File: src/design/xcrc_pkg.sv
// Shared types, constants and codes for the XMODEM-CRC packet receiver.
// No dependencies; every other file of the block imports this package.
`timescale 1ns / 1ps
`default_nettype none

package xcrc_pkg;

    // Packet geometry
    localparam int PAYLOAD_BYTES = 128;
    localparam int IDX_W         = $clog2(PAYLOAD_BYTES + 3);
    localparam int CRC_HI_POS    = PAYLOAD_BYTES + 2;

    // CRC-16/XMODEM
    localparam logic [15:0] CRC_POLY = 16'h1021;

    // Result queue, depth must be a power of two
    localparam int MAX_RESULTS = 3;
    localparam int FIFO_DEPTH  = 8;
    localparam int FIFO_AW     = $clog2(FIFO_DEPTH);
    localparam int FIFO_CW     = $clog2(FIFO_DEPTH + 1);

    // Line characters
    localparam logic [7:0] CH_SOH   = 8'd1;
    localparam logic [7:0] CH_EOT   = 8'd4;
    localparam logic [7:0] CH_ACK   = 8'd6;
    localparam logic [7:0] CH_NAK   = 8'd21;
    localparam logic [7:0] CH_CAN   = 8'd24;
    localparam logic [7:0] CH_ABORT = 8'd65;
    localparam logic [7:0] CH_CRC   = 8'd67;

    localparam logic [7:0] SEQ_MAX  = 8'hFF;

    // Status codes
    localparam logic [2:0] ST_ACCEPTED = 3'd0;
    localparam logic [2:0] ST_END      = 3'd1;
    localparam logic [2:0] ST_SEQ_ERR  = 3'd2;
    localparam logic [2:0] ST_ABORTED  = 3'd3;
    localparam logic [2:0] ST_CANCELED = 3'd4;
    localparam logic [2:0] ST_ERROR    = 3'd5;

    // Configuration register indexes
    localparam logic [1:0] CFG_HDR_TMO  = 2'd0;
    localparam logic [1:0] CFG_BYTE_TMO = 2'd1;
    localparam logic [1:0] CFG_MAX_ERR  = 2'd2;

    typedef enum logic [1:0] {
        PH_HEADER  = 2'd0,
        PH_CANSEEN = 2'd1,
        PH_PACKET  = 2'd2
    } phase_t;

    typedef struct packed {
        logic       action;
        logic [7:0] rx_byte;
    } in_word_t;

    typedef struct packed {
        logic [7:0] reply_char;
        logic [2:0] status;
        logic       last;
    } out_word_t;

    // Replies produced by one input word, from control to result queue
    typedef struct packed {
        logic [1:0]      count;
        logic [2:0][7:0] chars;
        logic [2:0]      status;
    } res_t;

endpackage

`default_nettype wire

File: src/design/xcrc_crc.sv
// CRC-16/XMODEM update for one byte, MSB first, no reflection.
// Depends on xcrc_pkg for the polynomial.
`timescale 1ns / 1ps
`default_nettype none

module xcrc_crc
    import xcrc_pkg::*;
(
    input  wire logic [15:0] crc_in,
    input  wire logic [7:0]  data_in,
    output logic      [15:0] crc_out
);

    logic [15:0] c;

    // Eight shift/xor steps, one per data bit
    always_comb
    begin
        c = crc_in ^ {data_in, 8'h00};
        for (int k = 0; k < 8; k++)
        begin
            if (c[15])
                c = {c[14:0], 1'b0} ^ CRC_POLY;
            else
                c = {c[14:0], 1'b0};
        end
        crc_out = c;
    end

endmodule

`default_nettype wire

File: src/design/xcrc_ctrl.sv
// Protocol control: framing, CRC and sequence checks, timeouts, error count.
// Depends on xcrc_pkg and xcrc_crc; emits up to three replies per word.
`timescale 1ns / 1ps
`default_nettype none

module xcrc_ctrl
    import xcrc_pkg::*;
(
    input  wire logic        clk,
    input  wire logic        rst_n,
    input  wire logic        accept,
    input  wire in_word_t    word,
    input  wire logic [31:0] hdr_tmo,
    input  wire logic [31:0] byte_tmo,
    input  wire logic [7:0]  max_err,
    output res_t             res
);

    phase_t           phase_reg, phase_next;
    logic [IDX_W-1:0] idx_reg, idx_next;
    logic [7:0]       bn_reg, bn_next;
    logic [7:0]       bc_reg, bc_next;
    logic [15:0]      crc_reg, crc_next;
    logic [7:0]       crc_hi_reg, crc_hi_next;
    logic [7:0]       seq_reg, seq_next;
    logic [7:0]       err_reg, err_next;
    logic [31:0]      timer_reg, timer_next;

    logic [15:0]      crc_upd;
    logic [31:0]      limit;
    logic [31:0]      timer_inc;
    logic [7:0]       seq_inc;
    logic             do_err;

    xcrc_crc u_crc (
        .crc_in  (crc_reg),
        .data_in (word.rx_byte),
        .crc_out (crc_upd)
    );

    // Next state and replies for the accepted word
    always_comb
    begin
        phase_next  = phase_reg;
        idx_next    = idx_reg;
        bn_next     = bn_reg;
        bc_next     = bc_reg;
        crc_next    = crc_reg;
        crc_hi_next = crc_hi_reg;
        seq_next    = seq_reg;
        err_next    = err_reg;
        timer_next  = timer_reg;
        res         = '0;
        res.status  = ST_ACCEPTED;
        do_err      = 1'b0;

        limit     = (phase_reg == PH_PACKET) ? byte_tmo : hdr_tmo;
        if (limit == 32'd0)
            limit = 32'd1;
        timer_inc = (timer_reg == '1) ? timer_reg : timer_reg + 32'd1;
        seq_inc   = (seq_reg == SEQ_MAX) ? 8'd1 : seq_reg + 8'd1;

        if (accept)
        begin
            if (word.action)
            begin
                // timer tick
                timer_next = timer_inc;
                if (timer_inc >= limit)
                    do_err = 1'b1;
            end
            else
            begin
                timer_next = '0;
                unique case (phase_reg)
                    PH_PACKET:
                    begin
                        idx_next = idx_reg + IDX_W'(1);
                        if (idx_reg == IDX_W'(0))
                            bn_next = word.rx_byte;
                        else if (idx_reg == IDX_W'(1))
                            bc_next = word.rx_byte;
                        else if (idx_reg < IDX_W'(CRC_HI_POS))
                            crc_next = crc_upd;
                        else if (idx_reg == IDX_W'(CRC_HI_POS))
                            crc_hi_next = word.rx_byte;
                        else
                        begin
                            // CRC low byte closes the packet
                            phase_next = PH_HEADER;
                            if (bc_reg != ~bn_reg || {crc_hi_reg, word.rx_byte} != crc_reg)
                                do_err = 1'b1;
                            else
                            begin
                                err_next = '0;
                                seq_next = seq_inc;
                                if (bn_reg != seq_inc)
                                begin
                                    res.count    = 2'd1;
                                    res.chars[0] = CH_NAK;
                                    res.status   = ST_SEQ_ERR;
                                end
                                else
                                begin
                                    res.count    = 2'd2;
                                    res.chars[0] = CH_ACK;
                                    res.chars[1] = CH_CRC;
                                    res.status   = ST_ACCEPTED;
                                end
                            end
                        end
                    end
                    PH_CANSEEN:
                    begin
                        phase_next = PH_HEADER;
                        if (word.rx_byte == CH_CAN)
                        begin
                            res.count    = 2'd2;
                            res.chars[0] = CH_CAN;
                            res.chars[1] = CH_CAN;
                            res.status   = ST_CANCELED;
                        end
                        else
                            do_err = 1'b1;
                    end
                    default:
                    begin
                        // awaiting header
                        phase_next = PH_HEADER;
                        if (word.rx_byte == CH_SOH)
                        begin
                            phase_next = PH_PACKET;
                            idx_next   = '0;
                            crc_next   = '0;
                        end
                        else if (word.rx_byte == CH_EOT)
                        begin
                            err_next     = '0;
                            seq_next     = '0;
                            res.count    = 2'd1;
                            res.chars[0] = CH_ACK;
                            res.status   = ST_END;
                        end
                        else if (word.rx_byte == CH_CAN)
                            phase_next = PH_CANSEEN;
                        else if (word.rx_byte == CH_ABORT)
                        begin
                            res.count    = 2'd2;
                            res.chars[0] = CH_ACK;
                            res.chars[1] = CH_ACK;
                            res.status   = ST_ABORTED;
                        end
                        else
                            do_err = 1'b1;
                    end
                endcase
            end
        end

        // Common error path: optional double cancel, then 'C'
        if (do_err)
        begin
            phase_next = PH_HEADER;
            timer_next = '0;
            res.status = ST_ERROR;
            if (err_reg >= max_err)
            begin
                err_next     = '0;
                res.count    = 2'd3;
                res.chars[0] = CH_CAN;
                res.chars[1] = CH_CAN;
                res.chars[2] = CH_CRC;
            end
            else
            begin
                err_next     = err_reg + 8'd1;
                res.count    = 2'd1;
                res.chars[0] = CH_CRC;
            end
        end
    end

    // State registers
    always_ff @(posedge clk or negedge rst_n)
    begin
        if (!rst_n)
        begin
            phase_reg  <= PH_HEADER;
            idx_reg    <= '0;
            bn_reg     <= '0;
            bc_reg     <= '0;
            crc_reg    <= '0;
            crc_hi_reg <= '0;
            seq_reg    <= '0;
            err_reg    <= '0;
            timer_reg  <= '0;
        end
        else
        begin
            phase_reg  <= phase_next;
            idx_reg    <= idx_next;
            bn_reg     <= bn_next;
            bc_reg     <= bc_next;
            crc_reg    <= crc_next;
            crc_hi_reg <= crc_hi_next;
            seq_reg    <= seq_next;
            err_reg    <= err_next;
            timer_reg  <= timer_next;
        end
    end

endmodule

`default_nettype wire

File: src/design/xcrc_fifo.sv
// Result queue: takes up to three replies per cycle, hands out one per cycle while out_stall is low.
// Depends on xcrc_pkg for the word types and queue depth.
`timescale 1ns / 1ps
`default_nettype none

module xcrc_fifo
    import xcrc_pkg::*;
(
    input  wire logic      clk,
    input  wire logic      rst_n,
    input  wire res_t      res,
    output logic           room,
    output logic           out_valid,
    input  wire logic      out_stall,
    output out_word_t      out_data
);

    out_word_t          mem_reg [FIFO_DEPTH];
    logic [FIFO_AW-1:0] wr_ptr_reg, wr_ptr_next;
    logic [FIFO_AW-1:0] rd_ptr_reg, rd_ptr_next;
    logic [FIFO_CW-1:0] count_reg, count_next;
    logic               pop;

    assign room      = (count_reg <= FIFO_CW'(FIFO_DEPTH - MAX_RESULTS));
    assign out_valid = (count_reg != '0);
    assign out_data  = mem_reg[rd_ptr_reg];
    assign pop       = out_valid && !out_stall;

    // Pointer and fill count update
    always_comb
    begin
        wr_ptr_next = wr_ptr_reg + FIFO_AW'(res.count);
        rd_ptr_next = pop ? rd_ptr_reg + FIFO_AW'(1) : rd_ptr_reg;
        count_next  = count_reg + FIFO_CW'(res.count) - FIFO_CW'(pop);
    end

    always_ff @(posedge clk or negedge rst_n)
    begin
        if (!rst_n)
        begin
            wr_ptr_reg <= '0;
            rd_ptr_reg <= '0;
            count_reg  <= '0;
        end
        else
        begin
            wr_ptr_reg <= wr_ptr_next;
            rd_ptr_reg <= rd_ptr_next;
            count_reg  <= count_next;
        end
    end

    // Reply storage, last flag on the final reply of the word
    always_ff @(posedge clk)
    begin
        for (int k = 0; k < MAX_RESULTS; k++)
        begin
            if (2'(k) < res.count)
            begin
                mem_reg[FIFO_AW'(wr_ptr_reg + FIFO_AW'(k))] <= '{
                    reply_char: res.chars[k],
                    status:     res.status,
                    last:       (2'(k) == res.count - 2'd1)
                };
            end
        end
    end

    // Never overfilled
    a_count_bound: assert property (@(posedge clk) disable iff (!rst_n)
        count_reg <= FIFO_CW'(FIFO_DEPTH))
        else $error("result queue overfilled");

    // Replies only arrive when there was room for a full set
    a_push_room: assert property (@(posedge clk) disable iff (!rst_n)
        (res.count != 2'd0) |-> room)
        else $error("replies pushed without room");

    // A lone pop drops the fill count by one
    a_pop_count: assert property (@(posedge clk) disable iff (!rst_n)
        (pop && res.count == 2'd0) |=> (count_reg == $past(count_reg) - FIFO_CW'(1)))
        else $error("fill count wrong after pop");

endmodule

`default_nettype wire

File: src/design/xmodem_crc_packet_receiver_core.sv
// Top level of the XMODEM-CRC packet receiver: config registers and wiring.
// Depends on xcrc_pkg, xcrc_ctrl, xcrc_crc and xcrc_fifo.
//
// Usage:
//   in channel (in_valid/in_stall/in_data): one word per received byte or
//   timer tick. A word is taken when in_valid is high and in_stall low.
//   out channel (out_valid/out_stall/out_data): reply characters with
//   status and a last flag on the final reply caused by one input word.
//   cfg channel (cfg_valid/cfg_ready/cfg_index/cfg_data): index 0 header
//   timeout, 1 byte timeout, 2 max errors. Always ready; write while idle.
// Timing:
//   The control logic handles each word combinationally; its replies
//   land in an 8-entry result queue and leave it on out_data in order.
//   The input takes one word per cycle while the queue has room for
//   three replies; the output drains one reply per cycle while out_stall
//   is low, so words that cause replies are paced by the queue.
//   When the receiver stalls, replies wait in the queue and in_stall rises
//   once fewer than three entries are free.
// Reset:
//   Async active low. Phase returns to awaiting header, counters clear,
//   the queue empties and the config registers take 10000, 1000 and 10.
`timescale 1ns / 1ps
`default_nettype none

module xmodem_crc_packet_receiver_core
    import xcrc_pkg::*;
(
    input  wire logic        clk,
    input  wire logic        rst_n,
    input  wire logic        in_valid,
    output logic             in_stall,
    input  wire in_word_t    in_data,
    output logic             out_valid,
    input  wire logic        out_stall,
    output out_word_t        out_data,
    input  wire logic        cfg_valid,
    output logic             cfg_ready,
    input  wire logic [1:0]  cfg_index,
    input  wire logic [31:0] cfg_data
);

    logic [31:0] hdr_tmo_reg;
    logic [31:0] byte_tmo_reg;
    logic [7:0]  max_err_reg;
    logic        room;
    logic        in_accept;
    res_t        res;

    assign cfg_ready = 1'b1;
    assign in_stall  = !room;
    assign in_accept = in_valid && room;

    // Configuration registers
    always_ff @(posedge clk or negedge rst_n)
    begin
        if (!rst_n)
        begin
            hdr_tmo_reg  <= 32'd10000;
            byte_tmo_reg <= 32'd1000;
            max_err_reg  <= 8'd10;
        end
        else if (cfg_valid && cfg_ready)
        begin
            unique case (cfg_index)
                CFG_HDR_TMO:  hdr_tmo_reg  <= cfg_data;
                CFG_BYTE_TMO: byte_tmo_reg <= cfg_data;
                CFG_MAX_ERR:  max_err_reg  <= cfg_data[7:0];
                default:      ;
            endcase
        end
    end

    xcrc_ctrl u_ctrl (
        .clk      (clk),
        .rst_n    (rst_n),
        .accept   (in_accept),
        .word     (in_data),
        .hdr_tmo  (hdr_tmo_reg),
        .byte_tmo (byte_tmo_reg),
        .max_err  (max_err_reg),
        .res      (res)
    );

    xcrc_fifo u_fifo (
        .clk       (clk),
        .rst_n     (rst_n),
        .res       (res),
        .room      (room),
        .out_valid (out_valid),
        .out_stall (out_stall),
        .out_data  (out_data)
    );

endmodule

`default_nettype wire

File: config.mk
export PLATFORM = sky130hd
export DESIGN_NAME = xmodem_crc_packet_receiver_core
export DESIGN_NICKNAME = d
export VERILOG_FILES = /design/src/design/xcrc_pkg.sv /design/src/design/xcrc_crc.sv /design/src/design/xcrc_ctrl.sv /design/src/design/xcrc_fifo.sv /design/src/design/xmodem_crc_packet_receiver_core.sv
export SDC_FILE = /design/constraint.sdc
export NUM_CORES = 1
export LEC_CHECK = 0
export BUFFER_PORTS_ARGS = -buffer_cell sky130_fd_sc_hd__buf_2
export CAP_MARGIN = 0
export CORE_MARGIN = 1.5
export CORE_UTILIZATION = 45
export CTS_CLUSTER_SIZE = 24
export DETAILED_ROUTE_END_ITERATION = 6
export GPL_TIMING_DRIVEN = 0
export PLACE_DENSITY = 0.66
export SYNTH_ARGS = -nofsm -noshare
export SYNTH_HDL_FRONTEND = slang
export SYNTH_HIERARCHICAL = 1
export SYNTH_SLANG_ARGS = --single-unit
File: constraint.sdc
create_clock -name clk -period 12.3 [get_ports clk]
set_input_delay 1.23 -clock clk [delete_from_list [all_inputs] [get_ports clk]]
set_output_delay 1.23 -clock clk [all_outputs]
set_load 0.02 [all_outputs]
==> impl_metrics.json, run 1 <==
{
  "status": "finished clean",
  "post_cts_resized": 0,
  "power_density_mw_per_mm2": 170.8,
  "fin_hold_ws_ns": 0.5027,
  "regToRegEndpoint": "u_fifo/mem_reg[6][4]$_DFFE_PP_",
  "grt_pass1_vias": 13030,
  "reg2reg_from": "u_ctrl/phase_reg[0]$_DFFE_PN0P_",
  "ctsHoldBuffers": 0,
  "drive_gt1_frac": 0.2042,
  "worstHoldStart": "hdr_tmo_reg[28]$_DFFE_PN0P_",
  "drt_pass1_iterations": 7,
  "gp_congestion": 1.001,
  "max_slew_margin": 0.2718,
  "ys_ff_latch": 276,
  "pin_count": 63,
  "root_buffer": "clkbuf_16",
  "fmax_mhz": 131.7,
  "r2r_cells": 23,
  "cts.sinks": 276,
  "min_period_ns": 7.592,
  "cts_tree": "built",
  "place.port_buffers": 61,
  "area_growth_syn_to_layout_pct": 12.64,
  "drc": 0,
  "nFillCells": 3427,
  "cts.htree.levels": 1,
  "period_share": 0.6173,
  "dp_hpwl_mm": 33.95,
  "grt_max_degree": 117,
  "mostFrequentLayoutCell": "dfrtp_1",
  "rows": 71,
  "irDropWorstVdd_v": 0.0001279,
  "finClkSkew_ns": 0.01984,
  "fin_util": 0.5127,
  "rsz0062_at_grt": "false",
  "clock_path_buffers": 3,
  "antenna_found_initial": 0,
  "path_class": "reg2reg",
  "antenna_left": 0,
  "ys.flop_type": "dfrtp_1",
  "path_max_fanout": 17,
  "avgSynthCellArea_um2": 10.68,
  "worst_pin_slew_ns": 1.083,
  "critical_path_arrival_ns": 7.79,
  "r2r_slack_ns": 4.71,
  "hp-class": "reg2reg",
  "holdPathEnd": "hdr_tmo_reg[28]$_DFFE_PN0P_",
  "cts_buffers": 31,
  "wl_per_cell_um": 20.92,
  "finalNetCount": 1813,
  "hold_depth": 1,
  "vias": 13360,
  "largest_register_ffs": 96,
  "async_flop_share": 0.6522,
  "synth_cell_types": 100,
  "final_hold_viol_count": 0,
  "path_clk_slew_ns": 0.07,
  "ys_seq_area_frac": 0.4328,
  "synth_edf_count": 96,
  "grt_use_total": 0.2417,
  "final_cell_mix": "dfrtp_1, nand2_1, mux2_2",
  "required_ns": 12.49,
  "dieArea_mm2": 0.03919,
  "maxCapViolations": 0,
  "core_mm2": 0.03758,
  "syn_inst": 1601,
  "fp.dieW_um": 198.0,
  "end_kind": "flop",
  "cts_setup_buffers": 0,
  "die_h_um": 198.0,
  "antennaDiodeCount": 0,
  "final-max-slew-violation-count": 0,
  "avgViaCountPerCell": 5.963,
  "yosys_warnings": 6,
  "start_util": 0.4552,
  "setup_viol": 0,
  "timing.setup.tns_ns": 0,
  "wl_mm": 46.86,
  "total_leakage_power_nw": 7.664,
  "grt_remaining_overflow": 0,
  "synth_area_mm2": 0.01711,
  "clk_latency_ns": 0.59,
  "grt_pass1_wl_mm": 73.87,
  "worstSetupStartpointType": "flop",
  "drt_iter0_drc": 1058
}
==> cell families after synthesis <==
logic type,count (synthesis),synth area share
fa+ha+maj,61,0.04550
compound gates,340,0.1254
flops,276,0.4328
buf+inv,176,0.05223
mux,172,0.1301
other cells,2,0.0004390
simple gates,484,0.1546
xor+xnor,90,0.05888
==> how the worst max path moves through the flow <==
stage	start	to	slack, ns
global placement	u_ctrl/phase_reg[0]$_DFFE_PN0P_	u_fifo/mem_reg[6][9]$_DFFE_PP_	4.30
floorplan	u_ctrl/phase_reg[0]$_DFFE_PN0P_	u_fifo/count_reg[3]$_DFF_PN0_	6.76
global route	u_ctrl/phase_reg[0]$_DFFE_PN0P_	u_fifo/mem_reg[6][5]$_DFFE_PP_	4.34
finish	u_ctrl/phase_reg[0]$_DFFE_PN0P_	u_fifo/mem_reg[6][4]$_DFFE_PP_	4.71
CTS	u_ctrl/phase_reg[0]$_DFFE_PN0P_	u_fifo/mem_reg[6][5]$_DFFE_PP_	4.67
detailed placement	u_ctrl/phase_reg[0]$_DFFE_PN0P_	u_fifo/mem_reg[7][9]$_DFFE_PP_	4.75
==> synthesized netlist by cell type (18+ instances only) <==
library cell,count,area (µm²)
o21ai_0,95,475.5
ha_1,59,738.2
nor3_1,87,435.4
buf_4,18,135.1
a22o_1,26,227.7
xor2_1,27,236.5
nor2_1,35,131.4
clkbuf_1,59,221.5
xnor2_1,48,420.4
o21ai_1,29,145.1
inv_1,39,146.4
dfrtp_1,167,4179
buf_2,25,125.1
nand2_1,143,536.8
a21oi_1,33,165.2
a31oi_1,88,550.5
nand3_1,48,240.2
edfxtp_1,96,2883
nand4_1,31,193.9
mux2_2,110,1239
mux2i_1,36,360.4
==> power breakdown <==
group,switching (W),internal (W)
clock network,0.000406,0.000593
logic,0.000739,0.000422
registers,0.0000587,0.00107
total,0.00120,0.00209
==> stage by stage <==
step | instances | instance area (µm²) | total power, W | setup slack [ns]
after floorplan | 1609 | 17140 | 0.001909 | 6.757
after global placement | 2181 | 18080 | 0.002268 | 4.295
after detailed placement | 2182 | 18150 | 0.002292 | 4.750
after CTS | 2240 | 19270 | 0.003303 | 4.671
after global routing | 2240 | 19270 | 0.003448 | 4.338
final | 2240 | 19270 | 0.003291 | 4.708
==> per-layer routing <==
layer,up-vias,part of all wire,GRT usage
met5,-,0,0
met4,0,0.024,0.07068
met3,84,0.056,0.02913
met2,448,0.47,0.3996
met1,6613,0.45,0.3335
li1,6211,-,-
==> critical path: stages (launching register included) <==
cell	delay (ns)
dfrtp_1	0.40
inv_1	0.07
ha_1	0.14
clkbuf_1	0.34
buf_1	0.77
mux2i_1	0.49
nand4_1	0.24
nor4_1	0.43
nand3_1	0.14
nand2_1	0.11
ha_1	0.22
nand2b_1	0.13
a2111oi_0	0.49
o41a_1	0.23
a311oi_2	0.17
o21ai_2	0.24
nor3_2	0.09
buf_2	0.26
a41oi_1	0.25
buf_4	0.21
clkbuf_1	0.37
buf_2	0.29
o21ai_0	0.34
o22ai_2	0.78
==> final cells by class <==
cell class / instances / area [µm²] / share of cell area
Buffer: 136 / 743.2 / 0.03857
Clock buffer: 31 / 775.7 / 0.04026
Clock inverter: 27 / 336.6 / 0.01747
Inverter: 40 / 150.1 / 0.007793
Multi-Input combinational cell: 1157 / 8876 / 0.4607
Sequential cell: 276 / 7403 / 0.3842
Tap cell: 511 / 639.4 / 0.03318
Timing Repair Buffer: 62 / 342.8 / 0.01779
No activity file was read; power rests on OpenSTA's default activity.
==> run 2, diff against run 1 <==
--- a/config.mk
+++ b/config.mk
@@ -12,7 +12,7 @@
 export CTS_CLUSTER_SIZE = 24
 export DETAILED_ROUTE_END_ITERATION = 6
 export GPL_TIMING_DRIVEN = 0
-export PLACE_DENSITY = 0.66
+export PLACE_DENSITY = 0.68
 export SYNTH_ARGS = -nofsm -noshare
 export SYNTH_HDL_FRONTEND = slang
 export SYNTH_HIERARCHICAL = 1
==> constraint.sdc (replaced) <==
create_clock -name clk -period 6.24 [get_ports clk]
set_input_delay 0.624 -clock clk [delete_from_list [all_inputs] [get_ports clk]]
set_output_delay 0.624 -clock clk [all_outputs]
set_load 0.02 [all_outputs]
==> run 2 against run 1 <==
  * Core utilization increased by 0.25 points
  * Critical endpoint is now u_fifo/count_reg[3]$_DFF_PN0_
  * Critical path type unchanged
  * Die area did not move
  * Power rose by 93%
  * The run now ends with negative hold slack left
==> impl_metrics.json, run 2 (same netlist as run 1, synthesis figures left out) <==
{
  "irDropWorstVdd_v": 0.0002559,
  "dp_hpwl_mm": 33.48,
  "die_h_um": 198.0,
  "dp_cells": 2182,
  "maxCapViolations": 0,
  "slowest_stage": "a2111oi_1",
  "cts_buffers": 30,
  "ctsHoldBuffers": 0,
  "area_growth_syn_to_layout_pct": 13.20,
  "cts.sinks": 276,
  "clk_latency_ns": 0.59,
  "worst_pin_slew_ns": 1.026,
  "finClkSkew_ns": 0.02243,
  "end_kind": "flop",
  "final_hold_viol_count": 6,
  "worstSetupStartpointType": "flop",
  "setup_viol": 0,
  "rows": 71,
  "grt_max_degree": 106,
  "grt_use_total": 0.2379,
  "finalNetCount": 1813,
  "drt_pass1_iterations": 6,
  "nFillCells": 3334,
  "timing.setup.tns_ns": 0,
  "antennaDiodeCount": 0,
  "critical_path_arrival_ns": 6.51,
  "largest_register_ffs": 96,
  "cts_tree": "built",
  "cts.htree.levels": 1,
  "fin_util": 0.5153,
  "final_cells": 2239,
  "total_leakage_power_nw": 7.690,
  "path_max_fanout": 17,
  "antenna_found_initial": 1,
  "final-max-slew-violation-count": 0,
  "drc": 0,
  "avgViaCountPerCell": 5.916,
  "dieArea_mm2": 0.03919,
  "drive_gt1_frac": 0.2170,
  "violations": "negative hold slack",
  "min_period_ns": 6.010,
  "core_mm2": 0.03758,
  "hp-class": "in2async",
  "fmax_mhz": 166.4,
  "drt_iter0_drc": 1042,
  "path_clk_slew_ns": 0.06,
  "fin_ws_ns": 0.2299,
  "status": "finished with violations",
  "pin_count": 63,
  "period_share": 0.9632,
  "pre_cts_ws_ns": -1.187,
  "wl_mm": 46.40,
  "place.port_buffers": 61,
  "mostFrequentLayoutCell": "dfrtp_1",
  "gp_congestion": 1.018,
  "fp.dieW_um": 198.0,
  "required_ns": 6.74,
  "grt_remaining_overflow": 0,
  "root_buffer": "clkbuf_16",
  "final_cell_mix": "dfrtp_1, nand2_1, mux2_2",
  "path_class": "reg2reg",
  "wl_per_cell_um": 20.72,
  "grt_pass1_wl_mm": 73.04,
  "grt_pass1_vias": 12940,
  "slowest_delay_ns": 0.42,
  "clock_path_buffers": 3,
  "power_density_mw_per_mm2": 327.9,
  "max_slew_margin": 0.3101,
  "start_util": 0.4552,
  "p_total_w": 0.006349,
  "fin_hold_ws_ns": -0.01948,
  "vias": 13250,
  "antenna_left": 0
}
## run 2: stage by stage
stage               hold WS, ns  instance area, µm²
finish                 -0.01948               19360
detailed placement       0.4761               18150
global route            0.05606               19360
floorplan                0.3284               17140
CTS                     0.02000               19220
global placement         0.4671               18080
## run 2: critical path, delay by kind of cell, from the launching register on
family                   cells  cell delay (ns)
buffers and inverters        8             1.37
multiplexers                 1             0.33
flip-flops                   1             0.40
AO/OA/AOI/OAI                7             1.59
XOR/XNOR                     1             0.16
adder cells (fa/ha/maj)      4             1.02
AND/OR/NAND/NOR              6             1.01
## run 2: area by class of cell
class                   count  area, µm²  area share
well taps                 511      639.4     0.03302
clock inverters            17      171.4    0.008853
repair buffers             66      372.9     0.01926
clock buffers              39      824.5     0.04258
plain buffers             133      762.0     0.03935
multi-input cells        1157       9039      0.4668
flip-flops and latches    276       7403      0.3824
inverters                  40      150.1    0.007754
## run 2: routing by layer
layer | GRT usage | share of wire | vias to the layer above
li1 | - | - | 6195
met1 | 0.3246 | 0.44 | 6528
met2 | 0.3897 | 0.47 | 440
met3 | 0.04394 | 0.066 | 80
met4 | 0.06107 | 0.023 | 2
met5 | 0 | 0.00028 | -
## run 2: worst paths after layout
check / start / end / slack (ns) / cells after the start
max reg2reg: u_ctrl/phase_reg[0]$_DFFE_PN0P_ / u_fifo/count_reg[3]$_DFF_PN0_ / 0.23 / 27
max: u_ctrl/phase_reg[0]$_DFFE_PN0P_ / u_fifo/count_reg[3]$_DFF_PN0_ / 0.23 / 27
min: rst_n / byte_tmo_reg[21]$_DFFE_PN0P_ / -0.02 / 1
min reg2reg: hdr_tmo_reg[28]$_DFFE_PN0P_ / hdr_tmo_reg[28]$_DFFE_PN0P_ / 0.49 / 1
min in group clk: cfg_data[28] / hdr_tmo_reg[28]$_DFFE_PN0P_ / 0.27 / 2
max in group asynchronous: rst_n / u_ctrl/crc_hi_reg[5]$_DFFE_PN0P_ / 5.31 / 2
## run 2: where the power goes
group,internal (W),switching (W),leakage [nW],total (W)
registers,0.00211,0.000122,3.16,0.00223
logic,0.000852,0.00149,4.06,0.00234
clock network,0.00102,0.000755,0.471,0.00177
## run 2: timing repair
action                                  4_1_cts  5_1_grt
pin swaps                                     0        3
buffers inserted                              0        4
endpoints found under the setup margin      173      128
gates resized for setup                      22       28
